## config.mk

```make
export PLATFORM = sky130hd
export DESIGN_NAME = iir_direct_form_one_filter
export DESIGN_NICKNAME = d
export VERILOG_FILES = /design/src/hw/rtl/iirdf1_pkg.sv /design/src/hw/rtl/iirdf1_ctrl.sv /design/src/hw/rtl/iirdf1_dp.sv /design/src/hw/rtl/iir_direct_form_one_filter.sv
export SDC_FILE = /design/constraint.sdc
export NUM_CORES = 2
export LEC_CHECK = 0
export BUFFER_PORTS_ARGS = -buffer_cell sky130_fd_sc_hd__buf_2
export CORE_AREA = 2 2 474 476
export DETAILED_ROUTE_END_ITERATION = 8
export DIE_AREA = 0 0 476 478
export GPL_TIMING_DRIVEN = 0
export MAX_ROUTING_LAYER = met4
export SYNTH_ARGS = -nofsm -noshare
export SYNTH_HDL_FRONTEND = slang
export SYNTH_HIERARCHICAL = 1
export SYNTH_SLANG_ARGS = --single-unit
```

## constraint.sdc

```tcl
create_clock -name clk_i -period 10.41 [get_ports clk_i]
set_input_delay 2.082 -clock clk_i [delete_from_list [all_inputs] [get_ports clk_i]]
set_output_delay 2.082 -clock clk_i [all_outputs]
set_load 0.02 [all_outputs]
```

## src/hw/rtl/iirdf1_pkg.sv

```systemverilog
package iirdf1_pkg;

  localparam int MaxOrder = 8;

  localparam int CoefW   = 32;
  localparam int SampW   = 16;
  localparam int OrderW  = 4;
  localparam int IdxW    = 4;
  localparam int CmdW    = 2;
  localparam int TapW    = $clog2(MaxOrder + 1);
  localparam int OhIdxW  = (MaxOrder > 1) ? $clog2(MaxOrder) : 1;
  localparam int ProdW   = CoefW + SampW;
  localparam int AccW    = ProdW + $clog2(2 * MaxOrder + 1) + 1;
  localparam int FracW   = 24;
  localparam int QW      = AccW - FracW;

  localparam int InDataW  = ((IdxW + CoefW + SampW + 7) / 8) * 8;
  localparam int OutDataW = ((SampW + 7) / 8) * 8;

  localparam logic [OrderW-1:0] OrderRst = OrderW'(2);

  localparam int AddrW = 3;
  localparam int DataW = 32;

  typedef enum logic [CmdW-1:0] {
    CmdFilter = 2'd0,
    CmdWrNum  = 2'd1,
    CmdWrDen  = 2'd2,
    CmdClear  = 2'd3
  } cmd_e;

  typedef enum logic [3:0] {
    StIdle  = 4'b0001,
    StMac   = 4'b0010,
    StDrain = 4'b0100,
    StDone  = 4'b1000
  } state_e;

  typedef struct packed {
    logic            accept;
    logic            mul_en;
    logic            den;
    logic [TapW-1:0] tap;
    logic            finish;
  } dp_cmd_t;

  typedef struct packed {
    logic out_free;
  } dp_sts_t;

endpackage

```

## src/hw/rtl/iirdf1_ctrl.sv

```systemverilog
module iirdf1_ctrl (
  input  logic                              clk_i,
  input  logic                              rst_ni,
  input  logic                              in_valid_i,
  input  logic [iirdf1_pkg::CmdW-1:0]       in_cmd_i,
  output logic                              in_ready_o,
  input  logic [iirdf1_pkg::TapW-1:0]       order_i,
  input  iirdf1_pkg::dp_sts_t               sts_i,
  output iirdf1_pkg::dp_cmd_t               cmd_o
);
  import iirdf1_pkg::*;

  state_e          state_q, state_d;
  logic [TapW-1:0] tap_q, tap_d;
  logic            den_q, den_d;
  logic            acc_in;

  assign in_ready_o = (state_q == StIdle);
  assign acc_in     = in_valid_i && in_ready_o;

  always_comb begin
    state_d = state_q;
    tap_d   = tap_q;
    den_d   = den_q;
    unique case (state_q)
      StIdle: begin
        if (acc_in && (cmd_e'(in_cmd_i) == CmdFilter)) begin
          state_d = StMac;
          tap_d   = '0;
          den_d   = 1'b0;
        end
      end
      StMac: begin
        if (tap_q == '0) begin
          if (order_i == '0) begin
            state_d = StDrain;
          end else begin
            tap_d = TapW'(1);
          end
        end else if (!den_q) begin
          den_d = 1'b1;
        end else if (tap_q == order_i) begin
          state_d = StDrain;
        end else begin
          tap_d = tap_q + TapW'(1);
          den_d = 1'b0;
        end
      end
      StDrain: begin
        state_d = StDone;
      end
      StDone: begin
        if (sts_i.out_free) begin
          state_d = StIdle;
        end
      end
      default: begin
        state_d = StIdle;
      end
    endcase
  end

  always_comb begin
    cmd_o.accept = acc_in;
    cmd_o.mul_en = (state_q == StMac);
    cmd_o.den    = den_q;
    cmd_o.tap    = tap_q;
    cmd_o.finish = (state_q == StDone) && sts_i.out_free;
  end

  always_ff @(posedge clk_i or negedge rst_ni) begin
    if (!rst_ni) begin
      state_q <= StIdle;
      tap_q   <= '0;
      den_q   <= 1'b0;
    end else begin
      state_q <= state_d;
      tap_q   <= tap_d;
      den_q   <= den_d;
    end
  end

endmodule

```

## src/hw/rtl/iirdf1_dp.sv

```systemverilog
module iirdf1_dp (
  input  logic                              clk_i,
  input  logic                              rst_ni,
  input  iirdf1_pkg::dp_cmd_t               cmd_i,
  output iirdf1_pkg::dp_sts_t               sts_o,
  input  logic [iirdf1_pkg::TapW-1:0]       order_i,
  input  logic [iirdf1_pkg::CmdW-1:0]       in_cmd_i,
  input  logic [iirdf1_pkg::IdxW-1:0]       coef_index_i,
  input  logic signed [iirdf1_pkg::CoefW-1:0] coef_value_i,
  input  logic signed [iirdf1_pkg::SampW-1:0] sample_in_i,
  output logic                              out_valid_o,
  input  logic                              out_ready_i,
  output logic signed [iirdf1_pkg::SampW-1:0] sample_out_o,
  output logic                              saturated_o
);
  import iirdf1_pkg::*;

  logic signed [CoefW-1:0] b_q [MaxOrder+1];
  logic signed [CoefW-1:0] a_q [MaxOrder+1];
  logic signed [SampW-1:0] ih_q [MaxOrder+1];
  logic signed [SampW-1:0] oh_q [MaxOrder];

  logic signed [CoefW-1:0] mul_c;
  logic signed [SampW-1:0] mul_s;
  logic [TapW-1:0]         tap_m1;
  logic signed [ProdW-1:0] prod_q;
  logic                    prod_vld_q, prod_neg_q;
  logic signed [AccW-1:0]  acc_q, acc_d, prod_ext;

  logic signed [AccW-1:0]  rnd;
  logic signed [QW-1:0]    q_full;
  logic                    sat;
  logic signed [SampW-1:0] q_sat;

  logic                    out_valid_q;
  logic signed [SampW-1:0] sample_out_q;
  logic                    saturated_q;
  logic                    wr_num, wr_den, idx_ok, do_clear, do_filter;

  assign tap_m1 = cmd_i.tap - TapW'(1);
  assign mul_c  = cmd_i.den ? a_q[cmd_i.tap] : b_q[cmd_i.tap];
  assign mul_s  = cmd_i.den ? oh_q[tap_m1[OhIdxW-1:0]] : ih_q[cmd_i.tap];

  always_ff @(posedge clk_i or negedge rst_ni) begin
    if (!rst_ni) begin
      prod_vld_q <= 1'b0;
    end else begin
      prod_vld_q <= cmd_i.mul_en;
    end
  end

  always_ff @(posedge clk_i) begin
    if (cmd_i.mul_en) begin
      prod_q     <= mul_c * mul_s;
      prod_neg_q <= cmd_i.den;
    end
  end

  // accumulate one product per cycle
  assign prod_ext = AccW'(prod_q);

  always_comb begin
    acc_d = acc_q;
    if (cmd_i.accept) begin
      acc_d = '0;
    end else if (prod_vld_q) begin
      acc_d = prod_neg_q ? acc_q - prod_ext : acc_q + prod_ext;
    end
  end

  always_ff @(posedge clk_i) begin
    acc_q <= acc_d;
  end

  // round half up, then clip to q1.15
  assign rnd    = acc_q + AccW'(64'sd1 <<< (FracW - 1));
  assign q_full = rnd[AccW-1:FracW];
  assign sat    = (q_full[QW-1:SampW-1] != '0) && (q_full[QW-1:SampW-1] != '1);

  always_comb begin
    if (!sat) begin
      q_sat = q_full[SampW-1:0];
    end else if (q_full[QW-1]) begin
      q_sat = {1'b1, {(SampW-1){1'b0}}};
    end else begin
      q_sat = {1'b0, {(SampW-1){1'b1}}};
    end
  end

  assign do_filter = cmd_i.accept && (cmd_e'(in_cmd_i) == CmdFilter);
  assign idx_ok    = (coef_index_i <= IdxW'(MaxOrder));
  assign wr_num    = cmd_i.accept && (cmd_e'(in_cmd_i) == CmdWrNum) && idx_ok;
  assign wr_den    = cmd_i.accept && (cmd_e'(in_cmd_i) == CmdWrDen) && idx_ok;
  assign do_clear  = cmd_i.accept && (cmd_e'(in_cmd_i) == CmdClear);

  always_ff @(posedge clk_i or negedge rst_ni) begin
    if (!rst_ni) begin
      for (int i = 0; i <= MaxOrder; i++) begin
        b_q[i] <= '0;
        a_q[i] <= '0;
      end
    end else begin
      for (int i = 0; i <= MaxOrder; i++) begin
        if (wr_num && (coef_index_i == IdxW'(i))) begin
          b_q[i] <= coef_value_i;
        end
        if (wr_den && (coef_index_i == IdxW'(i))) begin
          a_q[i] <= coef_value_i;
        end
      end
    end
  end

  always_ff @(posedge clk_i or negedge rst_ni) begin
    if (!rst_ni) begin
      for (int i = 0; i <= MaxOrder; i++) begin
        ih_q[i] <= '0;
      end
    end else if (do_clear) begin
      for (int i = 0; i <= MaxOrder; i++) begin
        ih_q[i] <= '0;
      end
    end else if (do_filter) begin
      ih_q[0] <= sample_in_i;
      for (int i = 1; i <= MaxOrder; i++) begin
        if (TapW'(i) <= order_i) begin
          ih_q[i] <= ih_q[i-1];
        end
      end
    end
  end

  always_ff @(posedge clk_i or negedge rst_ni) begin
    if (!rst_ni) begin
      for (int i = 0; i < MaxOrder; i++) begin
        oh_q[i] <= '0;
      end
    end else if (do_clear) begin
      for (int i = 0; i < MaxOrder; i++) begin
        oh_q[i] <= '0;
      end
    end else if (cmd_i.finish) begin
      oh_q[0] <= q_sat;
      for (int i = 1; i < MaxOrder; i++) begin
        if (TapW'(i) < order_i) begin
          oh_q[i] <= oh_q[i-1];
        end
      end
    end
  end

  // output register
  always_ff @(posedge clk_i or negedge rst_ni) begin
    if (!rst_ni) begin
      out_valid_q <= 1'b0;
    end else if (cmd_i.finish) begin
      out_valid_q <= 1'b1;
    end else if (out_ready_i) begin
      out_valid_q <= 1'b0;
    end
  end

  always_ff @(posedge clk_i) begin
    if (cmd_i.finish) begin
      sample_out_q <= q_sat;
      saturated_q  <= sat;
    end
  end

  assign sts_o.out_free = !out_valid_q || out_ready_i;
  assign out_valid_o    = out_valid_q;
  assign sample_out_o   = sample_out_q;
  assign saturated_o    = saturated_q;

endmodule

```

## src/hw/rtl/iir_direct_form_one_filter.sv

```systemverilog
// channel      dir  tdata                                    tuser
// s_axis       in   coef_index, coef_value, sample_in        command
// m_axis       out  sample_out                               saturated
// apb          in   filter_order at byte address 0           -
//
// a filter beat walks N = min(filter_order, 8) taps through the single
// shared multiplier that forms one product per cycle
// coefficient write and clear beats act on acceptance and leave the block idle
// reset clears coefficients and histories and sets filter_order to 2
// one result waits in the output register while the next beat is taken;
// a later result holds in the last step until that register frees
module iir_direct_form_one_filter (
  input  logic                                clk_i,
  input  logic                                rst_ni,
  input  logic                                s_axis_tvalid,
  output logic                                s_axis_tready,
  input  logic [iirdf1_pkg::InDataW-1:0]      s_axis_tdata,  // coef_index, coef_value, sample_in
  input  logic [iirdf1_pkg::CmdW-1:0]         s_axis_tuser,  // command
  output logic                                m_axis_tvalid,
  input  logic                                m_axis_tready,
  output logic [iirdf1_pkg::OutDataW-1:0]     m_axis_tdata,  // sample_out
  output logic                                m_axis_tuser,  // saturated
  input  logic                                psel,
  input  logic                                penable,
  input  logic                                pwrite,
  input  logic [iirdf1_pkg::AddrW-1:0]        paddr,
  input  logic [iirdf1_pkg::DataW-1:0]        pwdata,
  output logic [iirdf1_pkg::DataW-1:0]        prdata,
  output logic                                pready
);
  import iirdf1_pkg::*;

  logic [OrderW-1:0]        order_q;
  logic [TapW-1:0]          order_eff;
  logic                     reg_sel;
  dp_cmd_t                  dp_cmd;
  dp_sts_t                  dp_sts;
  logic signed [SampW-1:0]  sample_out;

  assign pready  = 1'b1;
  assign reg_sel = (paddr[AddrW-1:2] == '0);

  always_ff @(posedge clk_i or negedge rst_ni) begin
    if (!rst_ni) begin
      order_q <= OrderRst;
    end else if (psel && penable && pwrite && pready && reg_sel) begin
      order_q <= pwdata[OrderW-1:0];
    end
  end

  assign prdata    = reg_sel ? DataW'(order_q) : '0;
  assign order_eff = (order_q > OrderW'(MaxOrder)) ? TapW'(MaxOrder) : TapW'(order_q);

  iirdf1_ctrl u_ctrl (
    .clk_i      (clk_i),
    .rst_ni     (rst_ni),
    .in_valid_i (s_axis_tvalid),
    .in_cmd_i   (s_axis_tuser),
    .in_ready_o (s_axis_tready),
    .order_i    (order_eff),
    .sts_i      (dp_sts),
    .cmd_o      (dp_cmd)
  );

  iirdf1_dp u_dp (
    .clk_i        (clk_i),
    .rst_ni       (rst_ni),
    .cmd_i        (dp_cmd),
    .sts_o        (dp_sts),
    .order_i      (order_eff),
    .in_cmd_i     (s_axis_tuser),
    .coef_index_i (s_axis_tdata[IdxW-1:0]),
    .coef_value_i (s_axis_tdata[IdxW+CoefW-1:IdxW]),
    .sample_in_i  (s_axis_tdata[IdxW+CoefW+SampW-1:IdxW+CoefW]),
    .out_valid_o  (m_axis_tvalid),
    .out_ready_i  (m_axis_tready),
    .sample_out_o (sample_out),
    .saturated_o  (m_axis_tuser)
  );

  assign m_axis_tdata = OutDataW'(sample_out);

  a_filter_starts_mac: assert property (@(posedge clk_i) disable iff (!rst_ni)
    (s_axis_tvalid && s_axis_tready && (cmd_e'(s_axis_tuser) == CmdFilter))
      |=> dp_cmd.mul_en)
    else $error("filter beat did not start the product walk");

  a_no_accept_while_busy: assert property (@(posedge clk_i) disable iff (!rst_ni)
    dp_cmd.mul_en |-> !s_axis_tready)
    else $error("input taken while products are in flight");

  a_finish_needs_room: assert property (@(posedge clk_i) disable iff (!rst_ni)
    dp_cmd.finish |-> (!m_axis_tvalid || m_axis_tready))
    else $error("result loaded over a pending beat");

endmodule

```

* Yosys cells after proc, flatten, opt, wreduce, memory -nomap -nowiden
Index checks and enable logic that the tools add are counted.
** Word-level totals
- Register bits :: 983
- Bits in latches :: 0
- RAM bits :: 0
- Memory bits (read-only) :: 0
- Input bits :: 100
- Output and inout bits :: 52
- Logic and storage cells :: 231
- Memories :: 0
** Operators by class
- Add/subtract/negate cells :: 5
- Multipliers :: 1
- Div/mod/pow operators :: 0
- Order comparisons :: 19
- Equal/unequal tests :: 25
- Shifts and indexed selects :: 0
- Multiplexer cells :: 58
- Bitwise operators :: 3
- Reduce and logical (&&, ||, !) cells :: 74
** Operators with widths (count)
- $mux 16 :: 22
- $mux 144 :: 2
- $bmux 32 s4 :: 2
- $mux 128 :: 2
- $mux 32 :: 5
- $bmux 16 s4 :: 1
- $add 54x25->54 const B :: 1
- $add 54x48->54 :: 1
- $mux 54 :: 1
- $sub 54x48->54 :: 1
- $mux 4 :: 13
- $bmux 16 s3 :: 1
- $mul 32x16->48 :: 1
- $reduce_bool 2->1 :: 19
- $logic_and 1x1->1 :: 30
- $reduce_and 2->1 :: 15
- $eq 4x3->1 const B :: 5
- $le 3x4->1 const A :: 4
- $lt 3x4->1 const A :: 4
- $pmux 4 s4 :: 1
- $ne 15x15->1 const B :: 1
- $reduce_bool 15->1 :: 1
- $eq 4x2->1 const B :: 3
- $logic_not 4->1 :: 3
- 32 further kinds :: 46

* Depth between registers and ports, before layout
- Depth after elaboration :: 7
- Depth in mapped cells :: 37
- Depth with buffers taken out :: 30

* Modules after synthesis
The synthesis kept the hierarchy.
** Modules (own cells, without submodules)
- iirdf1_dp :: times used 1, cells an instance 6036, area an instance 65163.7 um^2, seq. area each 24333.3 um^2
- iirdf1_ctrl :: times used 1, cells an instance 75, area an instance 671.9 um^2, seq. area each 226.5 um^2
- iir_direct_form_one_filter :: times used 1, cells an instance 48, area an instance 452.9 um^2, seq. area each 101.3 um^2

* Least setup slack after synthesis
OpenSTA, ideal clock, no wires.
- Kind :: reg2reg
- Start point :: register u_ctrl.tap_q[1]
- End point :: register u_dp.prod_q[40], data pin
- Setup time :: 139 ps
- Arrival time :: 9048 ps
- Required time :: 10271 ps
- Path slack :: 1223 ps
- Cell stages (with the launch flop) :: 35
- Path buffers :: 6
- Clock period less this slack :: 9187 ps
- Cell sequence :: dfrtp_1 -> buf_2 -> buf_2 -> buf_1 -> clkbuf_1 -> inv_1 -> ha_1 -> clkbuf_1 -> mux4_2 -> nand2_1 -> nand3_1 -> o21ai_0 -> clkbuf_1 -> nor2_1 -> fa_1 -> inv_1 -> fa_1 -> fa_1 -> inv_1 -> fa_1 -> fa_1 -> inv_1 -> fa_1 -> inv_1 -> ha_1 -> a21o_1 -> a21o_1 -> a21oi_1 -> nand3_1 -> a2111oi_0 -> nor2_1 -> o21bai_1 -> o21ai_0 -> or4b_1 -> nand4b_1
** On the way
- Longest elaborated chain between the ends :: 7
- Elaborated cells on any way between the ends :: 18
- Classes of those cells :: add/sub (1); mul (1); mux (14); bitwise (2)
** RTL lines
- start: declaration :: line iirdf1_ctrl.sv:14 : logic [TapW-1:0] tap_q, tap_d;
- start signal: assignment :: line iirdf1_ctrl.sv:78 : tap_q <= tap_d;
- $sub 3x1->3 :: line iirdf1_dp.sv:40 : assign tap_m1 = cmd_i.tap - TapW'(1);
- $not 3->4 (not written as such) :: line iirdf1_dp.sv:42 : assign mul_s = cmd_i.den ? oh_q[tap_m1[OhIdxW-1:0]] : ih_q[cmd_i.tap];
- $bmux 16 s3 :: line iirdf1_dp.sv:42
- $mux 16 (not written as such) (2 in series) :: line iirdf1_dp.sv:42
- $mux 16 :: line iirdf1_dp.sv:42
- $mul 32x16->48 (*) :: line iirdf1_dp.sv:54 : prod_q <= mul_c * mul_s;
- end signal: assignment :: line iirdf1_dp.sv:54
- end: declaration :: line iirdf1_dp.sv:26 : logic signed [ProdW-1:0] prod_q;
Every way passes the cells marked *; elsewhere a longest branch is shown, timed or not. The select of a mux whose other input is x is not followed.
A chain may end at the register's enable or synchronous reset.

* Worst setup path in the final report
- Start point :: register u_ctrl.tap_q[0]
- End point :: register u_dp.prod_q[40], data pin
The elaborated chain is that of the path after synthesis.

==> results.md <==
- The number of failing hold endpoints at the final stage is 0.
- The die span in y is approximately 480 um.
- The startpoint of the most critical register-to-register path is u_ctrl/tap_q[0]$_DFFE_PN0P_.
- Synthesis produced 6159 cells.
- Dividing the final minimum period by the clock period gives just under 100%.
- The kind of end point of the critical path is a flip-flop.
- The number of cells on the worst reg-to-reg path is 34.
- The number of nets with antenna violations after detailed routing is 0.
- The endpoint required time on the critical path is 11.03 ns.
- The startpoint type of the worst setup path is a flip-flop.
- The fmax is between 90 and 100 MHz.
- Measured along the x axis, the die boundary spans around 480 um.
- The dominant register cell in the synthesized netlist is dfrtp_1.
- The smallest setup slack after layout is between 0.2 and 0.25 ns.
- The mapped cell area is 66300 sq um.
- After detailed routing, the average wire length per cell comes to roughly 20 um.
- The library cells used most frequently in the layout, excluding fill and tap cells, are dfrtp_1 (859), nand2_1 (738), inv_1 (596).
- Row generation in the floorplan step produced between 150 and 200 rows.
- The worst register-to-register path ends at u_dp/prod_q[40]$_DFFE_PP_.
- The number of sinks handled by clock tree synthesis is 983.
- The endpoint of the worst hold-timing path is u_dp/acc_q[0]$_SDFFE_PP0P_.
- The total of flip-flops plus latches after synthesis is 983.
- After synthesis, the share of flip-flops with an asynchronous set or reset is slightly below 90%.
- The final-report max-slew violation count is 0.
- The pre-CTS setup slack is -3.50 ns.
- The critical path starts at u_ctrl/tap_q[0]$_DFFE_PN0P_.
- The critical path crosses 34 cells after its start point.
- The synthesized design contains 66 enable-type register cells.
- The buffer type at the clock tree root is clkbuf_16.
- The launch instance of the worst min-delay path is u_dp/acc_q[0]$_SDFFE_PP0P_.
- The total I/O pin count is between 150 and 200.
- The number of antenna violations at the first check in global routing is 7.
- The number of global-route vias before repair is 48895.
- The slowest cell on the critical path is o21ai_1.
- The placer congestion estimate is around 0.95.
- For this run, the number of Yosys warnings is 6.
- The global-route wire length before repair is 298000 um.
- The post-route netlist has 19.9% of its cells at a drive strength greater than 1.
- The iteration count of the initial detailed-routing pass is 8.
- Of the synthesized area, sequential elements account for a little under two fifths.
- Counting instances, the worst hold path has a depth of 2.
- Buffers inserted during clock tree synthesis total between 100 and 150.
- The post-synthesis to final-layout area growth is 13.7%.
- After detailed routing, the number of remaining DRC violations is 0.
- Headroom to the max-slew limit came out at around an eighth.
- Buffers placed on the I/O ports in this run total 87.
- Detailed placement finished with a half-perimeter wire length of approximately 150000 um.
- The detailed router's first-iteration violation count is approximately 3700.
- The cell repeated most along the worst path is fa_1.
- The total via count in the routed design is ~47000.
- The minimum clock period is between 10 and 15 ns.
- For this run the aggregate overflow at the end of global routing stands at 0.
- Fill cells in the final layout number roughly 22000.
- The average footprint of a synthesized cell is between 10 and 15 sq um.
- The final-stage net count is roughly 7200.
- The maximum buffer depth of the clock tree is 3.
- The maximum number of pins on one net before global-route repair is about 130.
- Across all register-to-register paths, the minimum setup slack is between 0.2 and 0.25 ns.
- At the pin with the least slew margin, the transition time is 1.32 ns.
- In this design, the stage delay of the slowest critical-path cell is ~0.56 ns.
- After clock tree synthesis, the clock-pin slew on the worst setup and hold paths is 0.06 ns.
- Across the run, the number of max-cap violations was 0.
- Clock skew on the completed layout was measured at about 0.07 ns.
- The combined buffer and inverter count along the critical path is 11.
- The most frequent standard cell in the layout excluding fill and tap cells is dfrtp_1.
- The final layout contains routed wiring with a total length of approximately 190000 um.
- TritonCTS built the clock tree.
- The initial standard-cell utilization of the core is a little under 30%.
- The maximum fanout encountered on the critical timing path is 10.
- The type of the setup path with the least slack is flip-flop to flip-flop.
- In the routed layout, each cell is associated on average with a via count of between 4 and 5.
- Grouping stages by cell kind, the critical path spends the most delay in adder cells.
- The final setup violation count is 0.
- The full die area is roughly 230000 sq um.
- Cells fill 33.8% of the core in the end.
- In the global route stage, overall resource usage came out at around 17%.
- The H-tree was split into 3 levels.
- The worst hold path belongs to the class flip-flop to flip-flop.
- The core region is around 220000 sq um.
- The worst path arrival time is between 10 and 15 ns.
- The clock latency on the worst-skew pair is just under 0.8 ns.
- The synthesized netlist contains 83 unique library cells.
- The run finished with clean final reports.
what timing repair did:
action / 4_1_cts / 5_1_grt
pin swaps: 5 / 1
endpoints found under the setup margin: 39 / 10
setup buffers: 10 / 0
hold endpoints to repair: 0 / 0
hold buffers: 0 / 0
gates resized for setup: 104 / 44
per-stage QoR:
stage                     cells  cell area [sq um]  TNS (ns)  hold slack [ns]
after floorplan            6186              66400         0            0.449
after global placement     9265              70600  -9296.27            0.465
after detailed placement   9285              71000    -87.28            0.470
after CTS                  9492              75200         0            0.478
after global routing       9497              75400   -0.0995            0.501
final                      9497              75400         0            0.479
synth_stat cells (63+ instances only):
cell type  count  area share [%]
fa_1         487              15
nand3_1       81            0.61
dfrtp_1      861              33
a21o_1        63            0.71
clkbuf_1     300             1.7
mux4_2       192             6.5
mux2i_1      144             2.2
nand2b_1      83            0.78
ha_1         172             3.2
mux2_2       586              10
o21ai_0      271             2.0
nand2_1      738             4.2
edfxtp_1      66             3.0
nor2_1       480             2.7
xnor2_1      111             1.5
inv_1        596             3.4
a21oi_1      180             1.4
state kept, by name, summed over array words and instances, names as in the netlist, 4 cells and up:
| register | cells |
|---|---|
| u_dp/a_q | 288 |
| u_dp/ih_q | 144 |
| u_dp/sample_out_o | 16 |
| u_dp/prod_q | 48 |
| u_dp/b_q | 288 |
| u_ctrl/state_q | 4 |
| order_q | 4 |
| u_ctrl/tap_q | 4 |
| u_dp/oh_q | 128 |
| u_dp/acc_q | 54 |
metal layers:
metal	part of all wire, %	wire length [um]	track usage, %
met3	5.8	11300	2.50
met1	45	85900	23.5
met5	0	0	-
met2	46	89000	27.0
met4	3.5	6750	5.80
how the worst max path moves through the flow:
stage                                       endpoint  slack (ns)
after floorplan            u_dp/prod_q[40]$_DFFE_PP_        1.22
after global placement    u_dp/oh_q[125]$_DFFE_PN0P_      -11.07
after detailed placement   u_dp/prod_q[40]$_DFFE_PP_       -3.50
after CTS                  u_dp/prod_q[40]$_DFFE_PP_        0.03
after global routing       u_dp/prod_q[45]$_DFFE_PP_       -0.05
final                      u_dp/prod_q[40]$_DFFE_PP_        0.20
layout make-up:
type | count | area, sq um | area share (%)
repair buffers | 117 | 902 | 1.20
diodes | 6 | 15.0 | 0.0199
multi-input cells | 4194 | 38100 | 50.6
inverters | 597 | 2240 | 2.97
flip-flops and latches | 983 | 24700 | 32.7
plain buffers | 411 | 1920 | 2.55
well taps | 2992 | 3740 | 4.97
clock buffers | 151 | 3110 | 4.13
clock inverters | 46 | 653 | 0.867
worst min-delay path, stage by stage, from the launching register on:
cell      delay, ns
dfxtp_1        0.31
nor2_1         0.08
a211oi_1       0.05
cell families (layout without fill, tap and decap cells):
| kind of cell | count (synthesis) | in the layout | synth area share [%] |
|---|---|---|---|
| simple gates | 1680 | 1680 | 11.3 |
| buf+inv | 1009 | 1322 | 5.99 |
| flops | 983 | 983 | 37.2 |
| mux | 924 | 924 | 18.7 |
| compound gates | 741 | 741 | 6.76 |
| fa+ha+maj | 659 | 659 | 18.0 |
| xor+xnor | 161 | 161 | 2.13 |
| other cells | 2 | 35 | 0.0113 |
Power is left out: the tool's default activity adds up to more than one toggle a clock period on the data nets, which glitch-free logic cannot reach.
